==> src/rtl/cht_pkg.sv <==
// shared types and constants of the chained hash symbol table
package cht_pkg;

  localparam int KEY_W    = 64;
  localparam int VALUE_W  = 24;
  localparam int FORMAT_W = 4;
  localparam int STATUS_W = 3;

  typedef enum logic [STATUS_W-1:0] {
    ST_HIT      = 3'd0,
    ST_MISS     = 3'd1,
    ST_INSERTED = 3'd2,
    ST_DUP      = 3'd3,
    ST_FULL     = 3'd4
  } status_t;

  typedef struct packed {
    logic clr_write;
    logic key_load;
    logic sum_load;
    logic hash_step;
    logic head_read;
    logic ptr_from_head;
    logic node_read;
    logic ptr_from_next;
    logic fin_hit;
    logic fin_miss;
  } dp_cmd_t;

  typedef struct packed {
    logic clr_last;
    logic hash_done;
    logic ptr_valid;
    logic key_match;
  } dp_stat_t;

endpackage

==> src/rtl/cht_ctrl.sv <==
// controller state machine: head clearing sweep, hash, chain walk, finish
module cht_ctrl (
  input  logic               clk,
  input  logic               rst,
  input  logic               start,
  output logic               busy,
  output logic               done,
  output cht_pkg::dp_cmd_t   cmd,
  input  cht_pkg::dp_stat_t  stat
);

  typedef enum logic [3:0] {
    S_CLEAR,
    S_IDLE,
    S_SUM,
    S_HASH,
    S_HEAD,
    S_LINK,
    S_CHECK,
    S_CMP,
    S_FIN_HIT,
    S_FIN_MISS
  } state_t;

  state_t state;
  state_t state_next;

  always_comb begin
    state_next = state;
    cmd        = '0;
    unique case (state)
      S_CLEAR: begin
        cmd.clr_write = 1'b1;
        if (stat.clr_last) state_next = S_IDLE;
      end
      S_IDLE: begin
        if (start) begin
          cmd.key_load = 1'b1;
          state_next   = S_SUM;
        end
      end
      S_SUM: begin
        cmd.sum_load = 1'b1;
        state_next   = S_HASH;
      end
      S_HASH: begin
        cmd.hash_step = 1'b1;
        if (stat.hash_done) state_next = S_HEAD;
      end
      S_HEAD: begin
        cmd.head_read = 1'b1;
        state_next    = S_LINK;
      end
      S_LINK: begin
        cmd.ptr_from_head = 1'b1;
        state_next        = S_CHECK;
      end
      S_CHECK: begin
        if (stat.ptr_valid) begin
          cmd.node_read = 1'b1;
          state_next    = S_CMP;
        end else begin
          state_next = S_FIN_MISS;
        end
      end
      S_CMP: begin
        if (stat.key_match) begin
          state_next = S_FIN_HIT;
        end else begin
          cmd.ptr_from_next = 1'b1;
          state_next        = S_CHECK;
        end
      end
      S_FIN_HIT: begin
        cmd.fin_hit = 1'b1;
        state_next  = S_IDLE;
      end
      S_FIN_MISS: begin
        cmd.fin_miss = 1'b1;
        state_next   = S_IDLE;
      end
      default: state_next = S_IDLE;
    endcase
  end

  always_ff @(posedge clk) begin
    if (rst) begin
      state <= S_CLEAR;
      busy  <= 1'b1;
      done  <= 1'b0;
    end else begin
      state <= state_next;
      busy  <= (state_next != S_IDLE);
      done  <= (state == S_FIN_HIT) || (state == S_FIN_MISS);
    end
  end

endmodule

==> config.mk <==
export PLATFORM = sky130hd
export DESIGN_NAME = cht_ctrl
export DESIGN_NICKNAME = d
export VERILOG_FILES = /design/src/rtl/cht_pkg.sv /design/src/rtl/cht_ctrl.sv
export SDC_FILE = /design/constraint.sdc
export NUM_CORES = 1
export LEC_CHECK = 0
export ABC_CLOCK_PERIOD_IN_PS = 1130
export BUFFER_PORTS_ARGS = -buffer_cell sky130_fd_sc_hd__buf_2
export CAP_MARGIN = 0
export CORE_AREA = 2 2 39 41
export CTS_CLUSTER_DIAMETER = 200
export DETAILED_ROUTE_END_ITERATION = 10
export DIE_AREA = 0 0 41 43
export REMOVE_ABC_BUFFERS = 1
export SLEW_MARGIN = 20
export SYNTH_ARGS = -nofsm -noshare
export SYNTH_HDL_FRONTEND = slang
export SYNTH_SLANG_ARGS = --single-unit
==> constraint.sdc <==
create_clock -name clk -period 1.13 [get_ports clk]
set_clock_uncertainty 0.05 [all_clocks]
set_input_delay 0.226 -clock clk [delete_from_list [all_inputs] [get_ports clk]]
set_output_delay 0.226 -clock clk [all_outputs]
set_load 0.005 [all_outputs]
Word level (Yosys, flattened, before mapping)
Cells that the tools add are included.
{"block": "totals", "register_bits": 6, "inputBits": 7}
{"block": "classes", "n_eq_ne": 10, "mux": 19, "reduce_logical": 2}
{"cell": "$pmux W4 S8", "n": 1}
{"cell": "$mux W4", "n": 5}
{"cell": "$eq A4 B3 Y1 const B", "n": 4}
{"cell": "$mux W1", "n": 13}
{"cell": "$eq A4 B2 Y1 const B", "n": 2}
{"cell": "$eq A4 B4 Y1 const B", "n": 2}
{"cell": "$eq A4 B1 Y1 const B", "n": 1}
{"cell": "$logic_not A4 Y1", "n": 1}
{"cell": "$ne A4 B1 Y1 const B", "n": 1}
{"cell": "$logic_or A1 B1 Y1", "n": 1}

Depth between registers and ports, before layout
{"block": "logic_depth", "word_depth": 3, "ltp_mapped": 5}

Worst setup path before layout
Ideal clock, no wire load.
{"block": "synth_path", "path_type": "register -> register", "startpoint": "reg state[2]", "endpoint": "reg busy", "setup_ps": 133, "arrival_time_ps": 960, "setup_slack_ps": -13, "path_stages_with_launch": 5, "path_buffers": 0, "cell_sequence": "dfxtp_1 -> nor4b_2 -> a21oi_1 -> a31oi_4 -> o2111ai_1"}
{"block": "synth_between", "elab_chain_len": 3, "elab_cells_between_ends": 13}
{"element": "from (decl)", "line": "cht_ctrl.sv:25", "source": "state_t state;"}
{"element": "from (signal assigned)", "line": "cht_ctrl.sv:92", "source": "state <= state_next;"}
{"element": "$eq A4 B3 Y1 (tied with other cells)", "line": "cht_ctrl.sv:31", "source": "unique case (state)"}
{"element": "$pmux W4 S8 *", "line": "cht_ctrl.sv:31"}
{"element": "$ne A4 B1 Y1 *", "line": "cht_ctrl.sv:93", "source": "busy <= (state_next != S_IDLE);"}
{"element": "to (signal assigned)", "line": "cht_ctrl.sv:93"}
{"element": "to (decl)", "line": "cht_ctrl.sv:6", "source": "output logic busy,"}
Every way passes the cells marked *; elsewhere a longest branch is shown, timed or not.
A chain may end at the register's enable or synchronous reset.

==> impl_summary.md <==
Die
The total area inside the core boundary comes to roughly 1400 um2. After floorplanning, the core was divided into 14 placement rows. The starting density of the core is between 20 and 30%. Measured along the y axis, the die boundary spans about 43 um. The count of pins on the block boundary is 19.

The die boundary width is a little over 40 um. The die area is roughly 1800 um2.

Place
Summed over all nets, the half-perimeter wirelength after detailed placement is approximately 770 um. Port buffering added 18 buffers. The instance area at placement is 551 um2. The count of placed standard cells including taps is between 80 and 90.

Routability-driven placement finished with a final weighted congestion of just over 0.7.

Timing
The highest achievable clock rate is 0.711 GHz. At the pin with the least slew margin, the transition time is between 200 and 250 ps. The slack of the critical path is -276 ps. In this run the tightest slew margin relative to its limit is about 86%.

The number of pins with negative max-slew slack in the final report is 0. The ratio of final minimum period to clock period is 124%. The number of setup violations in the final report is 13.

The count of final hold-check violations came to 0. The worst hold margin is 193 ps. Counting I/O delays and the setup requirement, the final critical path takes roughly 1400 ps.

Setup repair after global routing could not meet its margin everywhere. In the final timing run, aggregate negative setup slack is -2640 ps.

Synthesis
After synthesis the netlist holds a flip-flop and latch count of 6. The netlist area before placement is between 400 and 500 um2. During synthesis, Yosys emitted a total of 0 warnings. The cell count after synthesis is between 40 and 50. The share of the yosys chip area belonging to registers is between 20 and 30%. The number of distinct standard cells referenced by the synthesized netlist is 26. In this run the mean area of a mapped cell was 8.22 um2.

Worst setup path
The classification of the worst setup path is flop to output pin. The critical-path maximum fanout is 5. The endpoint of the lowest-slack register-to-register path is busy$_SDFF_PP1_. The kind of start point of the critical path is a flop. The worst flop-to-flop path startpoint is state[2]$_SDFF_PP0_. STA classifies the critical path endpoint as an output pin. The required time of the worst setup path is 850 ps.

The depth of the most critical reg-to-reg path is 5. The critical path arrival is roughly 1100 ps. The setup check on the worst reg-to-reg path leaves a slack of -200 ps.

Power
Of the total power, the share spent switching nets is 29.3%. The clock network burns 26.1% of the power. The analysis attributes to net switching a power of around 0.00021 W. The worst-case IR drop observed on VDD is approximately 0.48 mV.

The share of total power dissipated in sequential elements is 35.1%. Summed over all cells, the static leakage comes to between 0.3 and 0.4 nW. Cell internal power was estimated by the tool at 0.000498 W.

Of the total power, combinational logic draws between 30% and 40%. The cell area power density is between 900 and 1000 nW/um2.

Finish
The most common cell after layout, fill and taps aside is sky130_fd_sc_hd__buf_2. After routing the design area is between 700 and 800 um2. The filler cells instantiated in the layout total roughly 120. In the layout the commonest cells are sky130_fd_sc_hd__buf_2, sky130_fd_sc_hd__buf_4, sky130_fd_sc_hd__nor2_1, sky130_fd_sc_hd__buf_6, sky130_fd_sc_hd__nor3_2. The final cell count without fillers is between 90 and 100. The repair_antennas step left the layout with diodes totalling 0. The fraction of final layout cells with drive strength greater than 1 is roughly three quarters.

The final layout contains 92 nets. Relative to the synthesized area, the layout overhead comes to 88.2%.

Global routing
The all-layer global routing usage is around 15%. The number of global-route vias before repair was roughly 500. The initial antenna violation count is 0. Entering global routing, the biggest net connects 8 pins. The total overflow reported by the global router is 0. The first-pass GRT wire length is 1860 um.

Route
Wires add up to 1210 um. In the final routed layout, each cell accounts on average for ~12 um. The detailed-router iteration count before antenna repair is 2. The number of antenna-violating nets in the routed design is 0. In the routed layout, each cell is associated on average with a via count of between 4 and 5. In this run, the number of DRC markers left after iteration 0 of detailed routing was 1. In the routed design, unresolved DRC markers number 0. The routed layout has 493 vias.

Hold path
The worst hold path startpoint is rst. Counting instances, the worst hold path has a depth of 2. The class of the worst hold path is input port to flop. The endpoint of the worst hold-timing path is state[0]$_SDFF_PP0_.

CTS
The CTS root buffer is sky130_fd_sc_hd__clkbuf_4. TritonCTS created 3 clock buffers. The number of hold-repair buffers added at the cts stage is 0. The clock reaches the later pin of the worst-skew pair after between 200 and 250 ps. CTS built an H-tree with a depth of 1. The total number of clock tree sinks is 6.

The clock tree from TritonCTS is done. The clock input transition at the sequential cells of the worst setup and hold paths is around 40 ps. No sink is reached through more buffers than the 2 on the longest clock path.

Outcome
The checks that failed: setup timing. The run finished, with violations left.

Flow run
The max-cap violation count is 0.
[what timing repair did]
action	4_1_cts	5_1_grt
pin swaps	11	5
gates cloned	0	0
gates resized for setup	27	10
buffers inserted	6	1
endpoints found under the setup margin	14	15
[registers in the layout, summed over array words and instances (netlist names)]
register,count
state,4
done,1
busy,1
[per-stage QoR]
step	setup WS, ps	util (%)	power (W)
floorplan	-177	-	0.000336
global placement	-179	39.8	0.000424
detailed placement	-204	39.8	0.000426
CTS	-266	51.2	0.000681
global route	-377	54.8	0.000766
finish	-276	54.8	0.000705
[how the worst max path moves through the flow]
| stage | startpoint | endpoint | slack (ps) | depth (start not counted) |
|---|---|---|---|---|
| 2_1_floorplan | state[0]$_SDFF_PP0_ | busy$_SDFF_PP1_ | -180 | 4 |
| 3_3_place_gp | state[1]$_SDFF_PP0_ | busy$_SDFF_PP1_ | -180 | 4 |
| 3_5_place_dp | state[1]$_SDFF_PP0_ | busy$_SDFF_PP1_ | -200 | 4 |
| 4_1_cts | state[2]$_SDFF_PP0_ | cmd[7] | -270 | 3 |
| 5_1_grt | state[2]$_SDFF_PP0_ | cmd[7] | -380 | 3 |
| 6_report | state[2]$_SDFF_PP0_ | cmd[2] | -280 | 4 |
[power groups by stage]
stage | Sequential, W | Combinational [W] | Clock (W)
final | 0.000248 | 0.000273 | 0.000184
after global routing | 0.000249 | 0.000297 | 0.000220
after CTS | 0.000245 | 0.000244 | 0.000192
after detailed placement | 0.000252 | 0.000174 | 0
after global placement | 0.000252 | 0.000173 | 0
after floorplan | 0.000256 | 0.0000801 | 0
[cell families (layout without fill, tap and decap cells)]
family / after synthesis / count (layout) / synth area share [%]
flip-flops: 6 / 6 / 29.8
AO/OA/AOI/OAI: 12 / 12 / 24.5
buffers and inverters: 3 / 37 / 6.52
AND/OR/NAND/NOR: 28 / 28 / 39.1
[Yosys cell counts (all sizes together)]
cell type  instances  share of area [%]
nor2               8                7.5
dfxtp              6                 30
nor3               6                7.5
a21oi              4                5.9
nand2              4                4.3
buf                2                5.6
nand2b             2                3.1
o21ai              2                2.5
a21bo              1                2.5
a21o               1                1.9
a31oi              1                5.3
and2               1                1.6
and3b              1                2.2
and4b              1                2.5
inv                1               0.93
nand3b             1                1.9
nor2b              1                1.6
nor3b              1                1.9
nor4b              1                3.7
o2111ai            1                2.2
o21a               1                1.9
o22a               1                2.5
or2                1                1.6
[worst max-delay path, cell delays in order, from the launching register on]
cell	delay, ps
sky130_fd_sc_hd__dfxtp_4	350
sky130_fd_sc_hd__buf_4	170
sky130_fd_sc_hd__nand2_4	90
sky130_fd_sc_hd__nor3_2	150
sky130_fd_sc_hd__buf_2	130
[area by class of cell]
type | instances | area, um2 | area share [%]
multi-input cells | 40 | 352 | 46.4
repair buffers | 33 | 225 | 29.7
flip-flops and latches | 6 | 133 | 17.5
clock buffers | 3 | 22.5 | 2.97
well taps | 16 | 20.0 | 2.64
inverters | 1 | 6.26 | 0.825
[routing by layer]
| layer | part of all wire (%) | GRT usage [%] |
|---|---|---|
| met3 | 4.0 | 5.24 |
| met2 | 55 | 26.9 |
| met4 | 0 | 7.33 |
| met1 | 41 | 14.9 |
| met5 | 0 | 0 |
(Power assumes the default switching activity.)
